$ cat src/hdl/dfcb_pkg.sv
// ----------------------------------------------------------------------------
// dfcb_pkg: shared types and constants for the depth fog color blend
// Fixed-point widths, register map codes, fog mode codes and the item
// record that travels down the pipeline.
// ----------------------------------------------------------------------------
package dfcb_pkg;

	localparam int CW = 16;          // color channel width, Q4.12
	localparam int DW = 32;          // distance width, Q24.8
	localparam int AW = 16;          // fog amount width, Q0.16
	localparam int QW = 17;          // alpha width, Q1.16
	localparam int DIV_STEPS = 16;   // quotient bits of the alpha divider
	localparam int SQ_STEPS = 17;    // root bits of the circular shaper
	localparam int SQ_VW = 2 * SQ_STEPS;
	localparam int SQ_RW = SQ_STEPS + 2;
	localparam logic [QW-1:0] ONE_Q16 = 17'h10000;
	localparam logic [15:0] HALF_Q16 = 16'h8000;

	typedef logic [CW-1:0] color_t;

	typedef enum logic [1:0] {
		MODE_NONE   = 2'd0,
		MODE_LINEAR = 2'd1,
		MODE_QUAD   = 2'd2,
		MODE_CIRC   = 2'd3
	} mode_t;

	typedef enum logic [2:0] {
		REG_MODE     = 3'd0,
		REG_NEAR     = 3'd1,
		REG_FAR      = 3'd2,
		REG_NEAR_AMT = 3'd3,
		REG_FAR_AMT  = 3'd4,
		REG_COLOR    = 3'd5,
		REG_BACKDROP = 3'd6
	} reg_idx_t;

	typedef struct packed {
		mode_t          fog_mode;
		logic [DW-1:0]  near_distance;
		logic [DW-1:0]  far_distance;
		logic [AW-1:0]  near_amount;
		logic [AW-1:0]  far_amount;
		logic [47:0]    fog_color;
		logic           use_backdrop;
	} cfg_t;

	typedef struct packed {
		logic           pass;
		logic           op;
		mode_t          mode;
		color_t [2:0]   col;
		color_t [2:0]   fc;
	} item_t;

endpackage

$ cat src/hdl/dfcb_sqrt.sv
// ----------------------------------------------------------------------------
// dfcb_sqrt: pipelined integer square root
// Digit-by-digit root of the circular shaping term, one root bit per
// stage; the linear or quadratic alpha rides alongside.
// ----------------------------------------------------------------------------
module dfcb_sqrt import dfcb_pkg::*; (
	input  logic              clk,
	input  logic              arst_n,
	input  logic              en,
	input  logic              vld_in,
	input  item_t             itm_in,
	input  logic [SQ_VW-1:0]  v_in,
	input  logic [QW-1:0]     sel_in,
	output logic              vld_out,
	output item_t             itm_out,
	output logic [QW-1:0]     root_out,
	output logic [QW-1:0]     sel_out
);

	logic                vld_s  [SQ_STEPS];
	item_t               itm_s  [SQ_STEPS];
	logic [SQ_VW-1:0]    v_s    [SQ_STEPS];
	logic [SQ_RW-1:0]    rem_s  [SQ_STEPS];
	logic [SQ_STEPS-1:0] root_s [SQ_STEPS];
	logic [QW-1:0]       sel_s  [SQ_STEPS];

	for (genvar k = 0; k < SQ_STEPS; k++) begin : g_step
		logic                vld_p;
		item_t               itm_p;
		logic [SQ_VW-1:0]    v_p;
		logic [SQ_RW-1:0]    rem_p;
		logic [SQ_STEPS-1:0] root_p;
		logic [QW-1:0]       sel_p;
		logic [SQ_RW+1:0]    t;
		logic [SQ_RW-1:0]    tst;
		logic                ge;

		if (k == 0) begin : g_first
			assign vld_p  = vld_in;
			assign itm_p  = itm_in;
			assign v_p    = v_in;
			assign rem_p  = '0;
			assign root_p = '0;
			assign sel_p  = sel_in;
		end else begin : g_next
			assign vld_p  = vld_s[k-1];
			assign itm_p  = itm_s[k-1];
			assign v_p    = v_s[k-1];
			assign rem_p  = rem_s[k-1];
			assign root_p = root_s[k-1];
			assign sel_p  = sel_s[k-1];
		end

		assign t   = {rem_p, v_p[SQ_VW-1-2*k -: 2]};
		assign tst = {root_p, 2'b01};
		assign ge  = t >= {2'b00, tst};

		always_ff @(posedge clk or negedge arst_n) begin
			if (!arst_n) begin
				vld_s[k] <= 1'b0;
			end else if (en) begin
				vld_s[k] <= vld_p;
			end
		end

		always_ff @(posedge clk) begin
			if (en) begin
				itm_s[k]  <= itm_p;
				v_s[k]    <= v_p;
				rem_s[k]  <= ge ? SQ_RW'(t - {2'b00, tst}) : SQ_RW'(t);
				root_s[k] <= {root_p[SQ_STEPS-2:0], ge};
				sel_s[k]  <= sel_p;
			end
		end
	end

	assign vld_out  = vld_s[SQ_STEPS-1];
	assign itm_out  = itm_s[SQ_STEPS-1];
	assign root_out = QW'(root_s[SQ_STEPS-1]);
	assign sel_out  = sel_s[SQ_STEPS-1];

endmodule

$ cat config.mk
export PLATFORM = sky130hd
export DESIGN_NAME = dfcb_sqrt
export DESIGN_NICKNAME = d
export VERILOG_FILES = /design/src/hdl/dfcb_pkg.sv /design/src/hdl/dfcb_sqrt.sv
export SDC_FILE = /design/constraint.sdc
export NUM_CORES = 2
export LEC_CHECK = 0
export BUFFER_PORTS_ARGS = -buffer_cell sky130_fd_sc_hd__buf_2
export CAP_MARGIN = 20
export CORE_UTILIZATION = 40
export CTS_CLUSTER_DIAMETER = 200
export CTS_CLUSTER_SIZE = 25
export DETAILED_ROUTE_END_ITERATION = 8
export SLEW_MARGIN = 20
export SYNTH_ARGS = -nofsm -noshare
export SYNTH_HDL_FRONTEND = slang
export SYNTH_SLANG_ARGS = --single-unit
$ cat constraint.sdc
create_clock -name clk -period 5.25 [get_ports clk]
set_input_delay 1.05 -clock clk [delete_from_list [all_inputs] [get_ports clk]]
set_output_delay 1.05 -clock clk [all_outputs]
set_load 0.02 [all_outputs]
After elaboration in Yosys (flattened, before gate mapping)
Memory sizes are Yosys's and may differ from the RTL's.
Cells that the tools add are included.
{"block": "totals", "register_bits": 17, "latchBits": 0, "ramBits": 3179, "rom_bits": 0, "in_bits": 155, "out_inout_bits": 135, "elab_cells": 75, "mem_count": 5}
{"memory": "itm_s", "words": 17, "width": 100, "read_ports": 17, "rd_clocked_by_memory_dff": 0, "wr": 17, "line": "dfcb_sqrt.sv:21", "rtl": "item_t itm_s [SQ_STEPS];"}
{"memory": "v_s", "words": 17, "width": 34, "read_ports": 16, "rd_clocked_by_memory_dff": 0, "wr": 17, "line": "dfcb_sqrt.sv:22", "rtl": "logic [SQ_VW-1:0] v_s [SQ_STEPS];"}
{"memory": "rem_s", "words": 17, "width": 19, "read_ports": 16, "rd_clocked_by_memory_dff": 0, "wr": 17, "line": "dfcb_sqrt.sv:23", "rtl": "logic [SQ_RW-1:0] rem_s [SQ_STEPS];"}
{"memory": "root_s", "words": 17, "width": 17, "read_ports": 17, "rd_clocked_by_memory_dff": 0, "wr": 17, "line": "dfcb_sqrt.sv:24", "rtl": "logic [SQ_STEPS-1:0] root_s [SQ_STEPS];"}
{"memory": "sel_s", "words": 17, "width": 17, "read_ports": 17, "rd_clocked_by_memory_dff": 0, "wr": 17, "line": "dfcb_sqrt.sv:25", "rtl": "logic [QW-1:0] sel_s [SQ_STEPS];"}
{"block": "classes", "addsub": 17, "multipliers": 0, "div": 0, "order_cmp": 17, "n_eq_ne": 0, "n_shift": 0, "mux": 19, "bitwise_logic": 0, "reduce_logical": 0}
{"operator": "$ge 21x19->1", "n": 16}
{"operator": "$mux 19", "n": 17}
{"operator": "$sub 19x19->19", "n": 16}
{"operator": "$sub 2x1->3 const B", "n": 1}
{"operator": "$ge 2x1->1 const B", "n": 1}
{"operator": "$mux 1", "n": 2}

Longest topological paths before layout
An unclocked memory read counts as a cell.
{"block": "depth", "depth_word": 3, "mapped_depth": 12, "ltp_nobuf": 11}

Worst setup path before layout
Ideal clock, no wire load.
{"block": "synth_timing", "path_kind": "reg2reg", "from": "memory rem_s[0][231] in the netlist's numbering", "to": "memory rem_s[0][255] in the netlist's numbering, data pin", "setup_time_ps": 260, "arrival_ps": 2657, "t_required_ps": 4990, "path_slack_ps": 2333, "path_stages_with_launch": 9, "n_path_buf": 1, "period_less_slack_ps": 2917, "cell_sequence": "edfxtp_1 -> ha_1 -> a21o_1 -> a21o_1 -> a2111oi_0 -> o21ai_0 -> a221oi_2 -> buf_2 -> mux2_2"}
{"item": "start: declaration", "line": "dfcb_sqrt.sv:23"}

==> summary.md <==
| Metric | Value |
|---|---|
| Cell count after synthesis | `4476` |
| MaxCap Viol Count | `0` |
| Row cnt | `around 180` |
| Area grow syn2layout | `9.78%` |
| Minimum clock period | `roughly 3.6 ns` |
| Fin nets | `approximately 5200` |
| Max rail drop VDD | `around 0.00033 V` |
| Post_cts resized | `0` |
| CTS tree | `yes` |
| Overall power | `approximately 39 mW` |
| Worst-path clk slew | `0.10 ns` |
| PD cells | `~380 mW/mm^2` |
| First-pass GRT wire length | `~190 mm` |
| WS Path Type | `flip-flop to flip-flop` |
| Final std cell area, no fill | `about 0.1 sq mm` |
| Cts bufs inserted | `~120` |
| DRC viols | `0` |
| Mapped cell area | `between 0.09 and 0.1 sq mm` |
| Share of cells above drive strength 1 | `0.109` |
| # clock sinks | `roughly 2700` |
| Core area | `0.230 sq mm` |
| Largest net degree at the start of global routing | `~160` |
| RR Startpoint | `rem_s[0][231]` |
| Wirelength per Cell | `15.1 um` |
| GP Congestion | `between 0.8 and 0.9` |
| Synthesized flop and latch total | `2713` |
| Fin. Hold Viols | `0` |
| Crit path launch type | `flip-flop` |
| Clk buf depth | `3` |
| Clk_skew | `0.0507 ns` |
| WP data arrival | `between 4 and 5 ns` |
| TritonRoute pass-1 iters | `5` |
| Vias | `about 37000` |
| Slew @ Worst Pin | `approximately 0.99 ns` |
| Status | `finished, final reports clean` |
| Dpl cell area | `between 0.09 and 0.1 sq mm` |
| Final Max Slew Viols | `0` |
| Port Buf Inserts | `a little under 300` |
| Most used DFF post-synth | `edfxtp_1` |
| Endpoints failing setup | `0` |
| Grt ovf | `0` |
| Clock Latency Late Sink | `between 0.8 and 0.9 ns` |
| Reg2reg setup slack | `about 1.6 ns` |
| Unrepaired setup endpoints after global routing | `no` |
| Initial antenna violation count | `12` |
| Htree depth | `3` |
| Post-route ant nets | `0` |
| Synthesized Nets | `about 4800` |
| Slew HR | `0.339` |
| Reg2reg end | `rem_s[0][254]` |
| Crit. End Element | `flip-flop` |
| Vias per Instance | `4.67` |
| IO Count | `290` |
| Chip width | `a little under 500 um` |
| Setup bufs post-CTS | `0` |
| Final Cycle Share | `0.687` |
| TNS Setup | `0 ns` |
| First DRT Iteration DRCs | `~2700` |
| Unique cell type count in the Yosys netlist | `81` |
| Crit path required time | `5.79 ns` |
| Post-synth EDFFs | `roughly 2700` |
| Die ar. | `~0.23 sq mm` |
| CTS root buffer | `clkbuf_16` |
| Post-Route WL | `about 120 mm` |
| Async SR Flop Fraction | `0.00627` |
| Register area share after synthesis | `0.877` |
| CP max FO | `20` |
| CTS Hold Buffers Added | `0` |
| Peak Freq | `0.277 GHz` |
| Filler instances | `between 15000 and 20000` |
| Initial Util | `0.403` |
| FF-to-FF path depth | `8` |
| LEAKAGE | `about 35 nW` |
| Die height | `around 480 um` |
| Hpwl dp | `between 70 and 80 mm` |
| Avg Cell Area, Syn | `around 21 sq um` |
| GRT Util Overall | `0.100` |
| Hold/Removal Path Class | `input pin to async pin` |
| Vias in the first global route | `roughly 37000` |
| Ys Warns | `0` |
-- metrics by stage --
step | instances | setup WS (ns) | util | hold WS (ns)
floorplan | 4476 | 2.33 | - | 0.400
global placement | 7821 | 1.63 | 0.429 | 0.400
detailed placement | 7821 | 1.65 | 0.429 | 0.405
CTS | 7962 | 1.65 | 0.442 | 0.0473
global route | 7963 | 1.33 | 0.442 | 0.0939
finish | 7963 | 1.64 | 0.442 | 0.145
-- kinds of logic after synthesis --
kind of cell | after synthesis | synth area share
xor gates and xnor gates | 211 | 0.0199
muxes | 37 | 0.00442
buffers and inverters | 252 | 0.0103
adders and majority gates | 171 | 0.0230
AOI/OAI and AO/OA | 473 | 0.0319
and+or+nand+nor | 618 | 0.0336
other | 1 | 0.0000404
DFF | 2713 | 0.877
-- synthesized netlist by cell type, drive strengths merged, types with 40 or more instances --
cell type / count / area share
nor2: 135 / 0.0055
edfxtp: 2696 / 0.87
o21a: 40 / 0.0032
a21oi: 124 / 0.0067
nor3: 73 / 0.0040
xnor2: 101 / 0.0095
o21ai: 149 / 0.0080
a21o: 46 / 0.0037
inv: 216 / 0.0087
nand2: 164 / 0.0067
xor2: 110 / 0.010
ha: 171 / 0.023
nand3: 40 / 0.0022
-- worst max path at each step --
stage                              from            end  slack (ns)  cells past startpoint
final                     rem_s[0][231]  rem_s[0][254]        1.64                      8
after global routing      rem_s[0][231]  rem_s[0][254]        1.33                      8
after CTS                 rem_s[0][231]  rem_s[0][249]        1.65                      8
after detailed placement  rem_s[0][231]  rem_s[0][249]        1.65                      8
after global placement    rem_s[0][231]  rem_s[0][257]        1.63                      8
after floorplan           rem_s[0][231]  rem_s[0][255]        2.33                      8
-- cell usage in the layout, fill, tap and decap left out, drive strengths merged, types with 110 or more instances in the layout --
master     n
nand2    164
edfxtp  2696
buf      355
inv      218
o21ai    149
clkbuf   134
ha       171
xor2     110
nor2     135
a21oi    124
-- worst max-delay path: stages, from the launching register on --
cell       delay (ns)
edfxtp_1         0.42
ha_1             0.41
a21o_1           0.22
a21o_1           0.19
a2111oi_0        0.55
o21ai_0          0.31
a221oi_2         0.76
buf_4            0.35
o21ai_0          0.13
-- sequential cells by signal, summed over array words and instances (netlist names) --
register / flops
vld_out: 1
g_step.vld_p: 16
root_s: 153
itm_s: 1700
rem_s: 282
sel_s: 289
v_s: 272
-- area by class of cell --
class,instances,area (sq um),share of cell area
Clock inverter,7,151,0.00149
Antenna cell,1,2.50,0.0000246
Clock buffer,134,3030,0.0298
Timing Repair Buffer,355,2230,0.0219
Multi-Input combinational cell,1511,10500,0.103
Tap cell,3026,3790,0.0372
Sequential cell,2713,81400,0.799
Inverter,216,811,0.00796
-- report_power, final --
part / total [mW] / switching, mW / internal [mW]
logic: 2.56 / 1.55 / 1.00
registers: 26.2 / 0.577 / 25.6
clock network: 10.2 / 6.08 / 4.13
total: 39.0 / 8.22 / 30.8
-- layer usage --
layer	up-vias	share of wire	track usage
met1	18200	0.47	0.138
met4	8	0.027	0.0372
li1	18100	-	-
met2	703	0.45	0.158
met3	229	0.046	0.0204
met5	-	0.00042	0
Note: power is estimated with default switching activity, not from simulation.
