$ cat src/hdl/dfcb_pkg.sv
// ----------------------------------------------------------------------------
// dfcb_pkg: shared types and constants for the depth fog color blend
// Fixed-point widths, register map codes, fog mode codes and the item
// record that travels down the pipeline.
// ----------------------------------------------------------------------------
package dfcb_pkg;

	localparam int CW = 16;          // color channel width, Q4.12
	localparam int DW = 32;          // distance width, Q24.8
	localparam int AW = 16;          // fog amount width, Q0.16
	localparam int QW = 17;          // alpha width, Q1.16
	localparam int DIV_STEPS = 16;   // quotient bits of the alpha divider
	localparam int SQ_STEPS = 17;    // root bits of the circular shaper
	localparam int SQ_VW = 2 * SQ_STEPS;
	localparam int SQ_RW = SQ_STEPS + 2;
	localparam logic [QW-1:0] ONE_Q16 = 17'h10000;
	localparam logic [15:0] HALF_Q16 = 16'h8000;

	typedef logic [CW-1:0] color_t;

	typedef enum logic [1:0] {
		MODE_NONE   = 2'd0,
		MODE_LINEAR = 2'd1,
		MODE_QUAD   = 2'd2,
		MODE_CIRC   = 2'd3
	} mode_t;

	typedef enum logic [2:0] {
		REG_MODE     = 3'd0,
		REG_NEAR     = 3'd1,
		REG_FAR      = 3'd2,
		REG_NEAR_AMT = 3'd3,
		REG_FAR_AMT  = 3'd4,
		REG_COLOR    = 3'd5,
		REG_BACKDROP = 3'd6
	} reg_idx_t;

	typedef struct packed {
		mode_t          fog_mode;
		logic [DW-1:0]  near_distance;
		logic [DW-1:0]  far_distance;
		logic [AW-1:0]  near_amount;
		logic [AW-1:0]  far_amount;
		logic [47:0]    fog_color;
		logic           use_backdrop;
	} cfg_t;

	typedef struct packed {
		logic           pass;
		logic           op;
		mode_t          mode;
		color_t [2:0]   col;
		color_t [2:0]   fc;
	} item_t;

endpackage

$ cat src/hdl/dfcb_div.sv
// ----------------------------------------------------------------------------
// dfcb_div: pipelined alpha divider
// Restoring division of diff * 2^16 by the fog length, one quotient bit
// per stage, with overrides for samples before near and beyond far.
// ----------------------------------------------------------------------------
module dfcb_div import dfcb_pkg::*; (
	input  logic           clk,
	input  logic           arst_n,
	input  logic           en,
	input  logic           vld_in,
	input  item_t          itm_in,
	input  logic [DW-1:0]  diff_in,
	input  logic           zero_in,
	input  logic           full_in,
	input  logic [DW-1:0]  len,
	output logic           vld_out,
	output item_t          itm_out,
	output logic [QW-1:0]  alpha_out
);

	logic                 vld_s  [DIV_STEPS];
	item_t                itm_s  [DIV_STEPS];
	logic [DW-1:0]        rem_s  [DIV_STEPS];
	logic [DIV_STEPS-1:0] quo_s  [DIV_STEPS];
	logic                 zero_s [DIV_STEPS];
	logic                 full_s [DIV_STEPS];

	for (genvar k = 0; k < DIV_STEPS; k++) begin : g_step
		logic                 vld_p;
		item_t                itm_p;
		logic [DW-1:0]        rem_p;
		logic [DIV_STEPS-1:0] quo_p;
		logic                 zero_p;
		logic                 full_p;
		logic [DW:0]          r2;
		logic                 ge;

		if (k == 0) begin : g_first
			assign vld_p  = vld_in;
			assign itm_p  = itm_in;
			assign rem_p  = diff_in;
			assign quo_p  = '0;
			assign zero_p = zero_in;
			assign full_p = full_in;
		end else begin : g_next
			assign vld_p  = vld_s[k-1];
			assign itm_p  = itm_s[k-1];
			assign rem_p  = rem_s[k-1];
			assign quo_p  = quo_s[k-1];
			assign zero_p = zero_s[k-1];
			assign full_p = full_s[k-1];
		end

		assign r2 = {rem_p, 1'b0};
		assign ge = r2 >= {1'b0, len};

		always_ff @(posedge clk or negedge arst_n) begin
			if (!arst_n) begin
				vld_s[k] <= 1'b0;
			end else if (en) begin
				vld_s[k] <= vld_p;
			end
		end

		always_ff @(posedge clk) begin
			if (en) begin
				itm_s[k]  <= itm_p;
				rem_s[k]  <= ge ? DW'(r2 - {1'b0, len}) : DW'(r2);
				quo_s[k]  <= {quo_p[DIV_STEPS-2:0], ge};
				zero_s[k] <= zero_p;
				full_s[k] <= full_p;
			end
		end
	end

	assign vld_out   = vld_s[DIV_STEPS-1];
	assign itm_out   = itm_s[DIV_STEPS-1];
	assign alpha_out = zero_s[DIV_STEPS-1] ? '0 :
		full_s[DIV_STEPS-1] ? ONE_Q16 : QW'(quo_s[DIV_STEPS-1]);

endmodule

$ cat config.mk
export PLATFORM = sky130hd
export DESIGN_NAME = dfcb_div
export DESIGN_NICKNAME = d
export VERILOG_FILES = /design/src/hdl/dfcb_pkg.sv /design/src/hdl/dfcb_div.sv
export SDC_FILE = /design/constraint.sdc
export NUM_CORES = 2
export LEC_CHECK = 0
export BUFFER_PORTS_ARGS = -buffer_cell sky130_fd_sc_hd__buf_2
export CORE_UTILIZATION = 51
export DETAILED_ROUTE_END_ITERATION = 7
export GPL_TIMING_DRIVEN = 0
export PLACE_DENSITY = 0.67
export SYNTH_ARGS = -nofsm -noshare
export SYNTH_HDL_FRONTEND = slang
export SYNTH_SLANG_ARGS = --single-unit
$ cat constraint.sdc
create_clock -name clk -period 8.4 [get_ports clk]
set_input_delay 0.42 -clock clk [delete_from_list [all_inputs] [get_ports clk]]
set_output_delay 0.42 -clock clk [all_outputs]
set_load 0.005 [all_outputs]
# Yosys cells after proc, flatten, opt, wreduce, memory -nomap -nowiden
# Memories as Yosys holds them, arrays and structs flattened.
# Cells that the tools add are included.
[word_totals] memories=5 out_inout_bits=118 inputBits=170 wordCells=73 ram_bits=2400 regBits=16
[mem_list] memory="itm_s" words=16 word_bits=100 read_ports=16 rd_ports_with_merged_regs=0 write_ports=16 line="dfcb_div.sv:22" text="item_t itm_s [DIV_STEPS];"
[mem_list] memory="rem_s" words=16 word_bits=32 read_ports=15 rd_ports_with_merged_regs=0 write_ports=16 line="dfcb_div.sv:23" text="logic [DW-1:0] rem_s [DIV_STEPS];"
[mem_list] memory="quo_s" words=16 word_bits=16 read_ports=16 rd_ports_with_merged_regs=0 write_ports=16 line="dfcb_div.sv:24" text="logic [DIV_STEPS-1:0] quo_s [DIV_STEPS];"
[mem_list] memory="full_s" words=16 word_bits=1 read_ports=16 rd_ports_with_merged_regs=0 write_ports=16 line="dfcb_div.sv:26" text="logic full_s [DIV_STEPS];"
[mem_list] memory="zero_s" words=16 word_bits=1 read_ports=16 rd_ports_with_merged_regs=0 write_ports=16 line="dfcb_div.sv:25" text="logic zero_s [DIV_STEPS];"
[op_classes] n_addsub=16 muxes=20 magnitude_cmp=16
[ops] op="greater-or-equal comparator 33 x 32 -> 1 bit" n=16
[ops] op="2-to-1 mux 32 bit" n=16
[ops] op="subtractor 32 bit" n=16
[ops] op="2-to-1 mux 17 bit" n=2
[ops] op="2-to-1 mux 1 bit" n=2

# Depth between registers and ports, before layout
# An unclocked memory read counts as a cell.
[logic_depth] depth_word=3 mapped_depth=15 ltp_nobuf=14

# Worst setup path before layout
# OpenSTA, ideal clock, no wires.
[synth_timing] path_kind="input port to flip-flop" startpoint="in len[26]" endpoint="mem rem_s[1][4] (netlist: rem_s[0][36]), data pin" path_slack_ns=4.859 path_stages=12 required_time_ns=8.140 arrival_ns=3.282 setup_ns=0.260 n_path_buf=3 path_cell_list="inv_1 ha_1 clkbuf_1 and3_1 a221o_1 a21o_1 a21o_1 a2111oi_2 and2_1 buf_2 buf_2 mux2_2"
[synth_rtl] item="start: declaration" line="dfcb_div.sv:15" text="input logic [DW-1:0] len,"
[synth_rtl] item="end: declaration" line="dfcb_div.sv:23"

==> results.yml <==
status:
  outcome: "finished clean"
route:
  vias: 56287
  vias_per_cell: 5.59
  drt_pre_antenna_iters: 5
  routed_wirelength_mm: 206
  drt_iter0_markers: 4181
  drcViolationCount: 0
  antenna_left: 0
  routedWlPerCell_um: 20.5
clock_network:
  numClockSinks: 2264
  cts_max_path_buffers: 3
  numCtsBuffers: 225
  clk_latency_ps: 860
  cts_resized: 0
  cts-root-buf: "clkbuf_16"
  h-tree-depth: 4
  clk_pin_slew_ps: 60
  cts_tree: "yes"
setup_path:
  worstReg2RegStart: "rem_s[1][109]$_DFFE_PP_"
  worstReg2RegEnd: "rem_s[1][159]$_DFFE_PP_"
  start_kind: "input pin"
  crit_type: "input pin to register"
  rr_worst_depth: 13
  end_kind: "register"
  cp.required_ps: 8950
  startpoint: "len[1]"
  cp_max_fo: 16
  endpoint: "rem_s[0][104]$_DFFE_PP_"
  cp.arrival_ps: 6130
  r2r_slack_ps: 3890
floorplanning:
  core_um2: 193000
  dieHeight_um: 444
  fp.dieW_um: 444
  initial_utilization: 0.515
  num_io_pins: 288
  rows: 161
  die_area_um2: 197000
global_route:
  use_met3: 0.0339
  grt_pass1_vias: 55494
  grt.busiest_layer: "met2"
  grtUsageTotal: 0.206
  grt_use_met2: 0.352
  grt_pass1_wl_mm: 313
  antenna_found_initial: 7
  overflow: 0
  grt_max_degree: 193
  grt_use_met1: 0.262
sta:
  setup_viol: 0
  min_period_ps: 5590
  worst_clock_skew_ps: 63.4
  clock.fmax_ghz: 0.179
  fin_tns_setup_ps: 0
  slew_violations: 0
  slew-limit-headroom: 0.0320
  worst-slew-pin-transition_ps: 1450
  worst_slack_ps: 2810
  fin_crit_sh: 0.665
  final_hold_viol_count: 0
  rsz0062_at_grt: "false"
synthesis:
  synthFlopType: "edfxtp_1"
  synth-seq-cells: 2264
  yosysWarnings: 0
  synthesis.area_um2: 99500
  synthCells: 6690
  yosysSeqAreaShare: 0.683
  synth_edf_count: 2248
  yosys.cell_types.count: 108
  avgSynthCellArea_um2: 14.9
  async_flop_share: 0.00707
  syn_nets: 7386
place:
  hpwl_mm: 143
  gp_congestion: 0.864
  io_buffers: 287
  pre_cts_ws_ps: 1970
pwr:
  intPower_w: 0.0268
  switching_share: 0.326
  power.switching_w: 0.0129
  ir_drop_uv: 194
  combPwrFrac: 0.354
  clock_power_share: 0.244
  pwr-share-seq: 0.402
  cellPowerDensity_nw_per_um2: 350
  leakage_nw: 42.7
finish:
  nets: 8067
  drive_above_1_share: 0.138
  area_delta_synth_final_pct: 14.0
job:
  drv_cap: 0
min_path:
  hold_path.class: "input pin to register"
==> cell families (layout without fill, tap and decap cells) <==
group                      after synthesis  after routing  share of synthesized area
DFF                                   2264           2264                      0.683
AOI/OAI and AO/OA                     1596           1596                      0.103
and+or+nand+nor                       1336           1336                     0.0654
adders and majority gates              526            526                     0.0673
xor gates and xnor gates               385            385                     0.0339
buffers and inverters                  300           1159                     0.0132
muxes                                  283            283                     0.0348
other                                    0              2                          0
==> cells in the final DEF, fill, tap and decap left out, types with 55 or more instances in the layout <==
master	n
o21bai_1	55
buf_2	313
mux2_2	174
clkbuf_16	226
edfxtp_1	2248
xor2_1	139
o21a_1	73
o21ai_0	331
nand4_1	63
nor3_1	71
ha_1	511
dlygate4sd3_1	137
inv_1	142
and3_1	55
xnor2_1	246
nand2_1	357
a21o_1	267
nand2b_1	62
clkbuf_1	128
nor2b_1	80
mux2_4	81
nor2_1	353
a21oi_1	487
nand3_1	119
==> synthesized netlist by cell type (13+ instances only) <==
cell,n,share of area
nor4_1,18,0.0011
a21oi_1,487,0.024
o211ai_1,23,0.0017
buf_2,27,0.0014
a21boi_0,21,0.0016
nand3_1,119,0.0060
and2_1,47,0.0030
xnor2_1,246,0.022
o21a_1,73,0.0055
o21ai_1,15,0.00075
mux2i_1,23,0.0023
nor3_1,71,0.0036
nand4_1,63,0.0040
nor2b_1,80,0.0050
or2_2,21,0.0013
mux2_4,81,0.012
or3_1,21,0.0013
nor2_1,353,0.013
xor2_1,139,0.012
o21bai_1,55,0.0042
and3_1,55,0.0035
a211o_1,13,0.0011
o31a_1,15,0.0013
clkbuf_1,85,0.0032
buf_6,19,0.0022
a21o_1,267,0.020
ha_1,511,0.064
a211oi_1,39,0.0029
nand2_1,357,0.013
o21ai_0,331,0.017
and4_1,17,0.0015
mux2_2,174,0.020
inv_1,161,0.0061
a31oi_1,54,0.0034
dfrtp_1,16,0.0040
nand2b_1,62,0.0039
o31ai_1,37,0.0028
fa_1,15,0.0030
edfxtp_1,2248,0.68
==> through the flow <==
stage                     area [µm²]  std cells   util  hold slack (ps)  total power [W]
after floorplan                99500       6690      -              124           0.0263
after global placement        104000       9503  0.539              336           0.0306
after detailed placement      105000       9532  0.543              344           0.0301
after CTS                     113000      10074  0.587              178           0.0400
after global routing          113000      10075  0.587              197           0.0420
final                         113000      10077  0.587              260           0.0397
==> power groups by stage <==
| stage | clock network (W) | logic [W] | registers [W] |
|---|---|---|---|
| global route | 0.0104 | 0.0154 | 0.0161 |
| finish | 0.00968 | 0.0141 | 0.0160 |
| floorplan | 0 | 0.0106 | 0.0157 |
| global placement | 0 | 0.0136 | 0.0169 |
| detailed placement | 0 | 0.0139 | 0.0162 |
| CTS | 0.00998 | 0.0140 | 0.0160 |
==> how the worst min path moves through the flow <==
stage,startpoint,end,slack (ps),depth (start not counted)
3_3_place_gp,arst_n,g_step[1].vld_p$_DFFE_PN0P_,340,1
5_1_grt,itm_in[27],itm_s[0][27]$_DFFE_PP_,200,2
2_1_floorplan,arst_n,g_step[10].vld_p$_DFFE_PN0P_,120,0
4_1_cts,itm_in[49],itm_s[0][49]$_DFFE_PP_,180,2
3_5_place_dp,arst_n,g_step[1].vld_p$_DFFE_PN0P_,340,1
6_report,itm_in[49],itm_s[0][49]$_DFFE_PP_,260,2
==> worst max-delay path: stages <==
cell       delay [ps]
buf_2             720
inv_1             960
ha_1              600
nor2b_1           150
o21ai_0           270
a21boi_1          120
o31ai_2           560
o2bb2ai_1         290
a211oi_2          320
nor3_1            110
nor3_2            690
clkbuf_1          580
o21ai_0           290
==> sequential cells by signal, summed over array words and instances (netlist names) <==
signal and flops:
rem_s 480, g_step.vld_p 15, full_s 16, quo_s 136, vld_out 1, zero_s 16
itm_s 1600
==> what timing repair did <==
action	4_1_cts	5_1_grt
setup buffers	0	0
hold endpoints to repair	226	0
hold buffers	137	0
==> layout make-up <==
class	count	area, µm²
well taps	2526	3160
diodes	2	5.00
multi-input cells	4126	30300
fillers	14732	79700
clock buffers	270	5820
inverters	163	612
clock inverters	135	1410
plain buffers	137	699
repair buffers	454	3560
flip-flops and latches	2264	67900
==> metal layers <==
metal | share of wire | wire, µm | vias up
met5 | 0 | 0 | -
met4 | 0.038 | 7860 | 0
met3 | 0.045 | 9320 | 372
met2 | 0.49 | 102000 | 1289
met1 | 0.42 | 87200 | 27392
li1 | - | - | 27234
Power figures use the tool's default switching activity.
