## config.mk

```make
export PLATFORM = sky130hd
export DESIGN_NAME = dfcb_cfg
export DESIGN_NICKNAME = d
export VERILOG_FILES = /design/src/hdl/dfcb_pkg.sv /design/src/hdl/dfcb_cfg.sv
export SDC_FILE = /design/constraint.sdc
export NUM_CORES = 1
export LEC_CHECK = 0
export BUFFER_PORTS_ARGS = -buffer_cell sky130_fd_sc_hd__buf_2
export CELL_PAD_IN_SITES_DETAIL_PLACEMENT = 0
export CELL_PAD_IN_SITES_GLOBAL_PLACEMENT = 1
export CORE_MARGIN = 3
export CORE_UTILIZATION = 41
export CTS_CLUSTER_SIZE = 40
export DETAILED_ROUTE_END_ITERATION = 8
export PLACE_DENSITY = 0.83
export SLEW_MARGIN = 10
export SYNTH_ARGS = -nofsm -noshare
export SYNTH_HDL_FRONTEND = slang
export SYNTH_SLANG_ARGS = --single-unit
```

## constraint.sdc

```tcl
create_clock -name clk -period 2.9 [get_ports clk]
set_input_delay 0.145 -clock clk [delete_from_list [all_inputs] [get_ports clk]]
set_output_delay 0.145 -clock clk [all_outputs]
set_load 0.01 [all_outputs]
```

## src/hdl/dfcb_pkg.sv

```systemverilog
// ----------------------------------------------------------------------------
// dfcb_pkg: shared types and constants for the depth fog color blend
// Fixed-point widths, register map codes, fog mode codes and the item
// record that travels down the pipeline.
// ----------------------------------------------------------------------------
package dfcb_pkg;

	localparam int CW = 16;          // color channel width, Q4.12
	localparam int DW = 32;          // distance width, Q24.8
	localparam int AW = 16;          // fog amount width, Q0.16
	localparam int QW = 17;          // alpha width, Q1.16
	localparam int DIV_STEPS = 16;   // quotient bits of the alpha divider
	localparam int SQ_STEPS = 17;    // root bits of the circular shaper
	localparam int SQ_VW = 2 * SQ_STEPS;
	localparam int SQ_RW = SQ_STEPS + 2;
	localparam logic [QW-1:0] ONE_Q16 = 17'h10000;
	localparam logic [15:0] HALF_Q16 = 16'h8000;

	typedef logic [CW-1:0] color_t;

	typedef enum logic [1:0] {
		MODE_NONE   = 2'd0,
		MODE_LINEAR = 2'd1,
		MODE_QUAD   = 2'd2,
		MODE_CIRC   = 2'd3
	} mode_t;

	typedef enum logic [2:0] {
		REG_MODE     = 3'd0,
		REG_NEAR     = 3'd1,
		REG_FAR      = 3'd2,
		REG_NEAR_AMT = 3'd3,
		REG_FAR_AMT  = 3'd4,
		REG_COLOR    = 3'd5,
		REG_BACKDROP = 3'd6
	} reg_idx_t;

	typedef struct packed {
		mode_t          fog_mode;
		logic [DW-1:0]  near_distance;
		logic [DW-1:0]  far_distance;
		logic [AW-1:0]  near_amount;
		logic [AW-1:0]  far_amount;
		logic [47:0]    fog_color;
		logic           use_backdrop;
	} cfg_t;

	typedef struct packed {
		logic           pass;
		logic           op;
		mode_t          mode;
		color_t [2:0]   col;
		color_t [2:0]   fc;
	} item_t;

endpackage

```

## src/hdl/dfcb_cfg.sv

```systemverilog
// ----------------------------------------------------------------------------
// dfcb_cfg: configuration register file
// APB-style write and read access to the fog registers, 8-byte spacing.
// ----------------------------------------------------------------------------
module dfcb_cfg import dfcb_pkg::*; (
	input  logic        clk,
	input  logic        arst_n,
	input  logic        psel,
	input  logic        penable,
	input  logic        pwrite,
	input  logic [5:0]  paddr,
	input  logic [63:0] pwdata,
	output logic [63:0] prdata,
	output logic        pready,
	output cfg_t        cfg
);

	reg_idx_t idx;
	logic     wr;
	cfg_t     cfg_q;

	assign idx    = reg_idx_t'(paddr[5:3]);
	assign wr     = psel && penable && pwrite;
	assign pready = 1'b1;
	assign cfg    = cfg_q;

	always_ff @(posedge clk or negedge arst_n) begin
		if (!arst_n) begin
			cfg_q.fog_mode      <= MODE_NONE;
			cfg_q.near_distance <= '0;
			cfg_q.far_distance  <= DW'(256);
			cfg_q.near_amount   <= '0;
			cfg_q.far_amount    <= '1;
			cfg_q.fog_color     <= '0;
			cfg_q.use_backdrop  <= 1'b0;
		end else if (wr) begin
			unique case (idx)
				REG_MODE:     cfg_q.fog_mode      <= mode_t'(pwdata[1:0]);
				REG_NEAR:     cfg_q.near_distance <= pwdata[DW-1:0];
				REG_FAR:      cfg_q.far_distance  <= pwdata[DW-1:0];
				REG_NEAR_AMT: cfg_q.near_amount   <= pwdata[AW-1:0];
				REG_FAR_AMT:  cfg_q.far_amount    <= pwdata[AW-1:0];
				REG_COLOR:    cfg_q.fog_color     <= pwdata[47:0];
				REG_BACKDROP: cfg_q.use_backdrop  <= pwdata[0];
				default: ;
			endcase
		end
	end

	always_comb begin
		prdata = '0;
		unique case (idx)
			REG_MODE:     prdata = 64'(cfg_q.fog_mode);
			REG_NEAR:     prdata = 64'(cfg_q.near_distance);
			REG_FAR:      prdata = 64'(cfg_q.far_distance);
			REG_NEAR_AMT: prdata = 64'(cfg_q.near_amount);
			REG_FAR_AMT:  prdata = 64'(cfg_q.far_amount);
			REG_COLOR:    prdata = 64'(cfg_q.fog_color);
			REG_BACKDROP: prdata = 64'(cfg_q.use_backdrop);
			default:      prdata = '0;
		endcase
	end

endmodule

```

### Yosys cells after proc, flatten, opt, wreduce, memory -nomap -nowiden

Index checks and enable logic that the tools add are counted.

* output and inout port bits: 212
* logic and storage cells: 24
* bits in registers: 147
* bits of input ports: 75

* mux-type cells: 1
* equality and inequality tests: 6
* reductions and logical operators: 10

Operators by type and width (number)
* $pmux 48 s7: 1
* $reduce_and 2->1: 7
* $eq 3x3->1 const B: 3
* $eq 3x2->1 const B: 2
* $eq 3x1->1 const B: 1
* $logic_not 3->1: 1
* $logic_and 1x1->1: 2

### Depth between registers and ports, before layout

Gate-level depths: netlist of run 1.

* depth in word-level cells: 3
* mapped depth: 6
* depth with buffers taken out: 3

### Worst setup path after synthesis of run 1

OpenSTA, ideal clock, no wires.

* kind: input to register
* start: input paddr[4]
* end: register cfg_q (netlist bit cfg[70])
* arrival time: 1.235 ns
* stages on the path: 5
* required time: 2.775 ns
* slack: 1.540 ns
* setup time: 0.125 ns
* path buffers: 2
* cell sequence: buf_2 -> nand2b_1 -> nor2_2 -> buf_4 -> mux2_2

* cells in the longest elaborated chain, start to end: 2

Ends and longest elaborated chain
* start, declared: line dfcb_cfg.sv:11 `input logic [5:0] paddr,`
* $eq 3x2->1: line dfcb_cfg.sv:37 `unique case (idx)`
* $reduce_and 2->1 (no line)
* end, declared: line dfcb_cfg.sv:20 `cfg_t cfg_q;`

No other way between the ends.
A chain may end at the register's enable or synchronous reset.

### Worst setup path after layout of run 1

* start: input paddr[4]
* end: output prdata[3]

* cells in the longest elaborated chain, start to end: 2
* elaborated cells on any way between the ends: 8
* those cells by class: eq/ne: 6; mux: 1; reduce/logical: 1

Ends and longest elaborated chain
* $eq 3x3->1, or another cell as far along: line dfcb_cfg.sv:52 `unique case (idx)`
* $pmux 48 s7 *: line dfcb_cfg.sv:52
* end, declared: line dfcb_cfg.sv:13 `output logic [63:0] prdata,`

Mark *: on every way between the ends. The rest lies on a longest branch, timed or not.

==> impl_metrics.tcl, run 1 <==
set metrics [dict create \
    status "finished clean" \
    end_kind "output port" \
    fmax_ghz 0.502 \
    ir_worst_vdd_uv 370 \
    slew_violations 0 \
    clockBufferDepth 2 \
    numCtsBuffers 17 \
    synth.most_common_cell "dfrtp_1" \
    cp_data_arrival_time_ps 1850 \
    startpoint_type "input pin" \
    ys.flop_type "dfrtp_1" \
    async_flop_share_pct 100 \
    fin_area_mm2 0.00927 \
    grt_pass1_wl_um 31300 \
    clkTransAtPathRegs_ps 60 \
    final_cells 1004 \
    period_minus_slack_ps 1990 \
    numClockSinks 147 \
    cts_resized 0 \
    cts-root-buf "clkbuf_16" \
    cts_tree "yes" \
    crit_chain "buf_2 -> nor2b_1 -> a221oi_1 -> a31oi_1 -> buf_2" \
    synth-seq-cells 147 \
    crit_slowest_cell "nor2b_1" \
    multi_input_area_mm2 0.00293 \
    worst_path_dominant_cell_family "simple AND/OR/NAND/NOR gates" \
    worst_pin_slew_ps 928 \
    syn_avg_cell_area_um2 14.1 \
    path_max_fanout 19 \
    vias_per_cell 5.30 \
    p_leak_nw 4.78 \
    place_area_mm2 0.00833 \
    holdWs_ps 24.0 \
    syn-cell-area_mm2 0.00691 \
    routabilityCongestion 0.787 \
    routed_wl_um 20400 \
    critPathBufInv 2 \
    required_ps 2760 \
    portBuffers 250 \
    fillCellCount 1376 \
    htree_levels 4 \
    grt_max_degree 86 \
    clock_latency_ps 410 \
    drt_first_pass_iters 4 \
    min_to "cfg[118]" \
    antennaDiodeCount 0 \
    ys_types 34 \
    dieArea_mm2 0.0185 \
    synth_edf_count 0 \
    yosysTopAreaCellShare_pct 47.1 \
    dp_hpwl_um 14000 \
    seq_area_mm2 0.00370 \
    rows 46 \
    rsz0062_at_grt "no" \
    yosys-top-cells-count "dfrtp_1 (130), mux2_2 (119), mux2_4 (30)" \
    maxCapViolations 0 \
    slew_headroom_pct 38.0 \
    finalHoldViolCount 0 \
    drive_gt1_share_pct 60.4 \
    yosys_warnings 0 \
    core_mm2 0.0162 \
    crit_type "input pin to output port" \
    final.setup_skew_ps 0 \
    hp-start "pwdata[5]" \
    first_global_vias 5503 \
    min_path_type "input pin to flop" \
    start_util_pct 42.7 \
    postLayoutCoreUtil_pct 57.3 \
    final_nets 850 \
    largest_reg_flops 147 \
    drtIter0Drc 243 \
    period_share_pct 68.7 \
    route.detailed.wl_per_inst_um 20.3 \
    setup_tns_ps 0 \
    r2r-end "cfg[142]" \
    ys_seq_area_share_pct 53.5 \
    dieWidth_um 136 \
    rr_worst_depth 1 \
    syn2layout_area_growth_pct 34.2 \
    powerDensity_mw_per_mm2 703 \
    ant_nets 0 \
    grt_antenna_before_repair 0 \
    dp.cells 935 \
    hold_path_depth 2 \
    setup_viol 0 \
    die_y_um 136 \
    slowest_delay_ps 780 \
    cp_common_cell "buf_2" \
    syn_inst 491 \
    yosys-top-cells-area "dfrtp_1 (47%), mux2_2 (19%), mux2_4 (6.5%)" \
    drc_errors 0 \
    ioPinCount 287 \
    overflow 0 \
    grt.total_usage_pct 21.9 \
    num_vias 5318 \
    r2r-start "cfg[142]" \
    synth_top_cell_by_area "dfrtp_1" \
    r2r_slack_ps 2090 \
]
[placed cells by master, fill, tap and decap left out, drive strengths merged, types with 3 or more instances in the layout]
cell type and instances:
nor2b 5, a221o 5, nand2b 3, or2 7, a221oi 10, a31oi 7, mux2i 17, dfstp 17
conb 17, buf 266, clkinv 6, o2bb2ai 20, o21a 4, nand2 9, and3 16, mux2 151
a22oi 16, dfrtp 130, dlygate4sd3 37, nor2 9, clkbuf 22
[timing repair]
item	in CTS	in global routing
buffers inserted	0	0
hold endpoints to repair	118	0
setup endpoints to repair	0	0
hold buffers	37	0
[routing by layer]
layer / vias to the layer above / part of all wire, % / wire length [um] / GRT usage [%]
met4: 0 / 2.0 / 408 / 7.73
met5: - / 0 / 0 / 0
li1: 2360 / - / - / -
met2: 248 / 48 / 9780 / 36.1
met3: 31 / 8.5 / 1730 / 6.40
met1: 2679 / 42 / 8500 / 27.6
[metrics by stage]
step | total power [mW] | worst slack [ps]
2_1_floorplan | 3.63 | 1540
3_3_place_gp | 4.33 | 907
3_5_place_dp | 4.39 | 904
4_1_cts | 6.59 | 906
5_1_grt | 6.85 | 767
6_report | 6.52 | 907
[cell families after synthesis]
| group | synth area share, % |
|---|---|
| other | 0.109 |
| and+or+nand+nor | 4.87 |
| muxes | 28.7 |
| DFF | 53.5 |
| buffers and inverters | 5.11 |
| AOI/OAI and AO/OA | 7.69 |
[area by class of cell]
class                   instances  area share [%]
repair buffers                303            19.4
clock inverters                10            1.17
flip-flops and latches        147            39.9
clock buffers                  22            5.01
well taps                     216            2.91
multi-input cells             306            31.6
[power breakdown]
group          switching (mW)  internal (mW)
combinational           0.753          0.810
clock                   0.820           1.31
sequential              0.337           2.49
total                    1.91           4.61
[worst max-delay path by stage]
stage	depth (start not counted)	endpoint	start	slack, ps
6_report	5	prdata[3]	paddr[4]	910
5_1_grt	7	prdata[3]	paddr[5]	770
4_1_cts	5	prdata[3]	paddr[4]	910
3_5_place_dp	5	cfg[121]	paddr[3]	900
3_3_place_gp	5	prdata[3]	paddr[4]	910
2_1_floorplan	5	cfg[70]	paddr[4]	1540
(Power assumes the default switching activity.)
==> run 2: changes to the inputs <==
--- a/config.mk
+++ b/config.mk
@@ -9,10 +9,10 @@
 export CELL_PAD_IN_SITES_DETAIL_PLACEMENT = 0
 export CELL_PAD_IN_SITES_GLOBAL_PLACEMENT = 1
 export CORE_MARGIN = 3
-export CORE_UTILIZATION = 41
+export CORE_UTILIZATION = 38
 export CTS_CLUSTER_SIZE = 40
 export DETAILED_ROUTE_END_ITERATION = 8
-export PLACE_DENSITY = 0.83
+export PLACE_DENSITY = 0.78
 export SLEW_MARGIN = 10
 export SYNTH_ARGS = -nofsm -noshare
 export SYNTH_HDL_FRONTEND = slang
==> constraint.sdc (replaced) <==
create_clock -name clk -period 1.91 [get_ports clk]
set_input_delay 0.0955 -clock clk [delete_from_list [all_inputs] [get_ports clk]]
set_output_delay 0.0955 -clock clk [all_outputs]
set_load 0.01 [all_outputs]
==> run 2 against run 1 <==
Power up 53%. Largest power group unchanged. Sequential share of layout area fell by 0.93 points. Global-route usage is 1.5 points lower. Worst hold slack improved by 7.2 ps. Worst setup slack worse by 680 ps. Register-to-register slack got worse by 980 ps. Clock-buffer cell count unchanged.
==> impl_metrics.tcl, run 2 (same netlist as run 1, synthesis figures left out) <==
set metrics [dict create \
    period_share_pct 88.3 \
    postLayoutCoreUtil_pct 54.1 \
    grt_antenna_before_repair 0 \
    drtIter0Drc 109 \
    drc_errors 0 \
    final_common_cell "buf_2" \
    cp_data_arrival_time_ps 1590 \
    finalHoldViolCount 0 \
    status "finished clean" \
    clkTransAtPathRegs_ps 60 \
    cts_tree "yes" \
    dieWidth_um 141 \
    drt_first_pass_iters 4 \
    grt_pass1_wl_um 31800 \
    end_kind "output port" \
    ioPinCount 287 \
    clock_latency_ps 410 \
    required_ps 1810 \
    grt_max_degree 49 \
    path_max_fanout 3 \
    numCtsBuffers 17 \
    num_vias 5315 \
    most-common-layout-cells "buf_2 (249), dfrtp_1 (130), mux2_2 (119)" \
    grt.total_usage_pct 20.4 \
    fmax_ghz 0.593 \
    slew_violations 0 \
    p_leak_nw 4.88 \
    final_cells 1033 \
    portBuffers 250 \
    dieArea_mm2 0.0198 \
    routabilityCongestion 0.825 \
    crit_chain "mux2i_1 -> o32ai_1 -> a221o_1 -> buf_2" \
    route.detailed.wl_per_inst_um 19.6 \
    worst_path_dominant_cell_family "flip-flops" \
    syn2layout_area_growth_pct 37.4 \
    place_area_mm2 0.00843 \
    ant_nets 0 \
    first_global_vias 5635 \
    cts-root-buf "clkbuf_16" \
    startpoint_type "flop" \
    holdWs_ps 31.3 \
    routed_wl_um 20300 \
    vias_per_cell 5.15 \
    rsz0062_at_grt "no" \
    critPathBufInv 1 \
    start_util_pct 39.4 \
    die_y_um 141 \
    fin_area_mm2 0.00949 \
    htree_levels 4 \
    crit_slowest_cell "dfstp_2" \
    slowest_delay_ps 550 \
    period_minus_slack_ps 1690 \
    numClockSinks 147 \
    crit_type "flop to output port" \
    final.setup_skew_ps 0 \
    drive_gt1_share_pct 60.1 \
    largest_reg_flops 147 \
    core_mm2 0.0175 \
    ir_worst_vdd_uv 642 \
    antennaDiodeCount 0 \
    rows 48 \
    setup_viol 0 \
    clockBufferDepth 2 \
    dp_hpwl_um 13900 \
    final_nets 870 \
    powerDensity_mw_per_mm2 1050 \
    min_path_type "input pin to flop" \
    setup_tns_ps 0 \
    dp.cells 953 \
    maxCapViolations 0 \
    overflow 0 \
]
## run 2: cell types whose count changed in the layout (fill, tap and decap cells not counted), sizes merged
cell	change
buf	+9
clkinv	+1
clkinvlp	-1
dlygate4sd3	+11
## run 2: per-stage QoR
step / setup WS, ps / total power, mW
2_1_floorplan: 599 / 5.51
3_3_place_gp: 280 / 6.59
3_5_place_dp: 235 / 6.68
4_1_cts: 220 / 10.1
5_1_grt: 154 / 10.5
6_report: 223 / 9.97
## run 2: cell type report
class | count | area [um^2]
Multi-Input combinational cell | 306 | 2930
Timing Repair Buffer | 323 | 2000
Fill cell | 1523 | 8040
Sequential cell | 147 | 3700
Tap cell | 225 | 282
Clock buffer | 22 | 474
Clock inverter | 10 | 106
## run 2: worst paths after layout
kind | cells after the start | start | to | slack (ps)
setup / recovery | 4 | cfg[50] | prdata[1] | 220
hold / removal | 2 | pwdata[0] | cfg[113] | 30
setup reg to reg | 1 | cfg[17] | cfg[17] | 1110
hold reg to reg | 1 | cfg[83] | cfg[83] | 510
max in group asynchronous | 3 | arst_n | cfg[57] | 1010
min in group asynchronous | 2 | arst_n | cfg[71] | 180
## run 2: timing repair
action,in CTS,in global routing
hold buffers,48,0
setup buffers,0,0
gates resized for setup,0,0
endpoints found under the hold margin,184,0
## run 2: per-layer routing
metal,wire length [um],part of all wire [%],vias to the layer above,global-route usage (%)
li1,-,-,2391,-
met1,8360,41,2694,25.0
met2,9920,49,209,34.0
met3,1730,8.5,21,7.70
met4,287,1.4,0,5.51
met5,0,0,-,0
## run 2: report_power, final
part,leakage [nW],switching (mW),internal (mW)
combinational,2.75,1.15,1.26
sequential,1.84,0.488,3.78
clock,0.289,1.27,2.01
==> run 3: changes to the inputs <==
==> constraint.sdc (replaced) <==
create_clock -name clk -period 1.91 [get_ports clk]
set_input_delay 0.0955 -clock clk [delete_from_list [all_inputs] [get_ports clk]]
set_output_delay 0.0955 -clock clk [all_outputs]
set_load 0.05 [all_outputs]
==> run 3 against run 2 <==
Clock-buffer cell count fell by 2. Maximum frequency fell by 7.4%. Die area did not move. Worst setup slack got worse by 130 ps. Critical path type unchanged. Sequential power barely moved. Cell area rose by 0.96%. Critical endpoint unchanged. Register-to-register slack barely moved. Sequential share of layout area fell by 0.37 points. Sequential cell count did not move. Critical path depth did not move. Utilization rose by 0.52 points.
==> impl_metrics.tcl, run 3 (same netlist as run 1, synthesis figures left out) <==
set metrics [dict create \
    end_kind "output port" \
    rows 48 \
    setup_viol 0 \
    hold_path_depth 2 \
    largest_reg_flops 147 \
    numClockSinks 147 \
    seq_area_mm2 0.00370 \
    grt_antenna_before_repair 0 \
    route.detailed.wl_per_inst_um 19.8 \
    core_mm2 0.0175 \
    routabilityCongestion 0.825 \
    crit_slowest_cell "dfstp_2" \
    crit_type "flop to output port" \
    slew_headroom_pct 65.6 \
    worst_path_dominant_cell_family "flip-flops" \
    syn2layout_area_growth_pct 38.7 \
    required_ps 1810 \
    setup_tns_ps 0 \
    routed_wl_um 20400 \
    rsz0062_at_grt "no" \
    grt.total_usage_pct 20.4 \
    most-common-layout-cells "buf_2 (248), dfrtp_1 (130), mux2_2 (119)" \
    multi_input_area_mm2 0.00298 \
    clockBufferDepth 2 \
    first_global_vias 5587 \
    drc_errors 0 \
    slowest_delay_ps 560 \
    dieWidth_um 141 \
    fin_area_mm2 0.00959 \
    period_minus_slack_ps 1820 \
    num_vias 5305 \
    start_util_pct 39.4 \
    startpoint_type "flop" \
    final_common_cell "buf_2" \
    grt_max_degree 54 \
    p_leak_nw 4.90 \
    critPathBufInv 1 \
    numCtsBuffers 17 \
    ant_nets 0 \
    ir_worst_vdd_uv 810 \
    drt_first_pass_iters 4 \
    slew_violations 0 \
    die_y_um 141 \
    grt_pass1_wl_um 31900 \
    fillCellCount 1471 \
    dieArea_mm2 0.0198 \
    cp_data_arrival_time_ps 1730 \
    overflow 0 \
    final_nets 871 \
    powerDensity_mw_per_mm2 1290 \
    cts_resized 0 \
    period_share_pct 95.4 \
    cts_setup_buffers 0 \
    drive_gt1_share_pct 60.9 \
    worst_slack_ps 88.4 \
    antennaDiodeCount 0 \
    crit_chain "mux2i_1 -> o32ai_1 -> a221o_1 -> buf_2" \
    vias_per_cell 5.13 \
    htree_levels 4 \
    cts-root-buf "clkbuf_16" \
    dp_hpwl_um 14300 \
    dp_slack_ps 227 \
    status "finished clean" \
    clkTransAtPathRegs_ps 60 \
    clock_latency_ps 410 \
    drtIter0Drc 138 \
    worst_pin_slew_ps 515 \
    final.setup_skew_ps 0 \
    place_area_mm2 0.00851 \
    portBuffers 250 \
    path_max_fanout 3 \
    finalHoldViolCount 0 \
    ioPinCount 287 \
    maxCapViolations 0 \
    crit_cells 4 \
    fmax_ghz 0.549 \
    rr_worst_depth 1 \
    min_path_type "input pin to flop" \
    cts_tree "yes" \
]
[run 3: cell count changes in the layout (fill, tap and decap cells not counted)]
cell | before | now
a31oi_1 | 7 | 0
a31oi_2 | 0 | 7
clkbuf_8 | 3 | 0
clkinv_2 | 6 | 3
clkinv_4 | 1 | 4
buf_12 | 6 | 8
buf_2 | 249 | 248
bufinv_16 | 2 | 3
clkbuf_1 | 2 | 3
inv_6 | 0 | 1
[run 3: worst paths after layout]
path	from	to	slack, ps
min in group asynchronous	arst_n	cfg[11]	200
max	cfg[50]	prdata[1]	90
max reg2reg	cfg[114]	cfg[114]	1120
min reg2reg	cfg[87]	cfg[87]	510
min	pwdata[0]	cfg[65]	30
max in group asynchronous	arst_n	cfg[53]	960
[run 3: per-layer routing]
metal	wire length [um]	up-vias	GRT usage (%)
met4	254	0	5.41
met5	0	-	0
met1	8690	2681	26.0
met3	1740	16	7.73
li1	-	2395	-
met2	9760	213	32.7
[run 3: where the power goes]
group | switching [mW] | internal (mW)
combinational | 3.41 | 1.29
sequential | 0.487 | 3.78
clock | 1.30 | 2.06
total | 5.20 | 7.13
[run 3: through the flow]
stage / util (%) / cells / hold slack (ps) / power, mW
5_1_grt: 54.7 / 1034 / 27.3 / 12.8
3_5_place_dp: 48.5 / 954 / 85.5 / 8.96
2_1_floorplan: - / 506 / -200 / 7.74
6_report: 54.7 / 1034 / 30.4 / 12.3
4_1_cts: 54.7 / 1034 / 8.21 / 12.5
3_3_place_gp: 48.5 / 954 / 75.4 / 8.87
[run 3: layout make-up]
class                           instances  share of cell area [%]
Timing Repair Buffer                  324                    21.2
Clock inverter                         12                    1.63
Tap cell                              225                    2.94
Sequential cell                       147                    38.6
Clock buffer                           20                    4.56
Multi-Input combinational cell        306                    31.0
[run 3: timing repair]
action                     CTS  global route
hold buffers                48             0
hold endpoints to repair   191             0
setup endpoints to repair    0             0
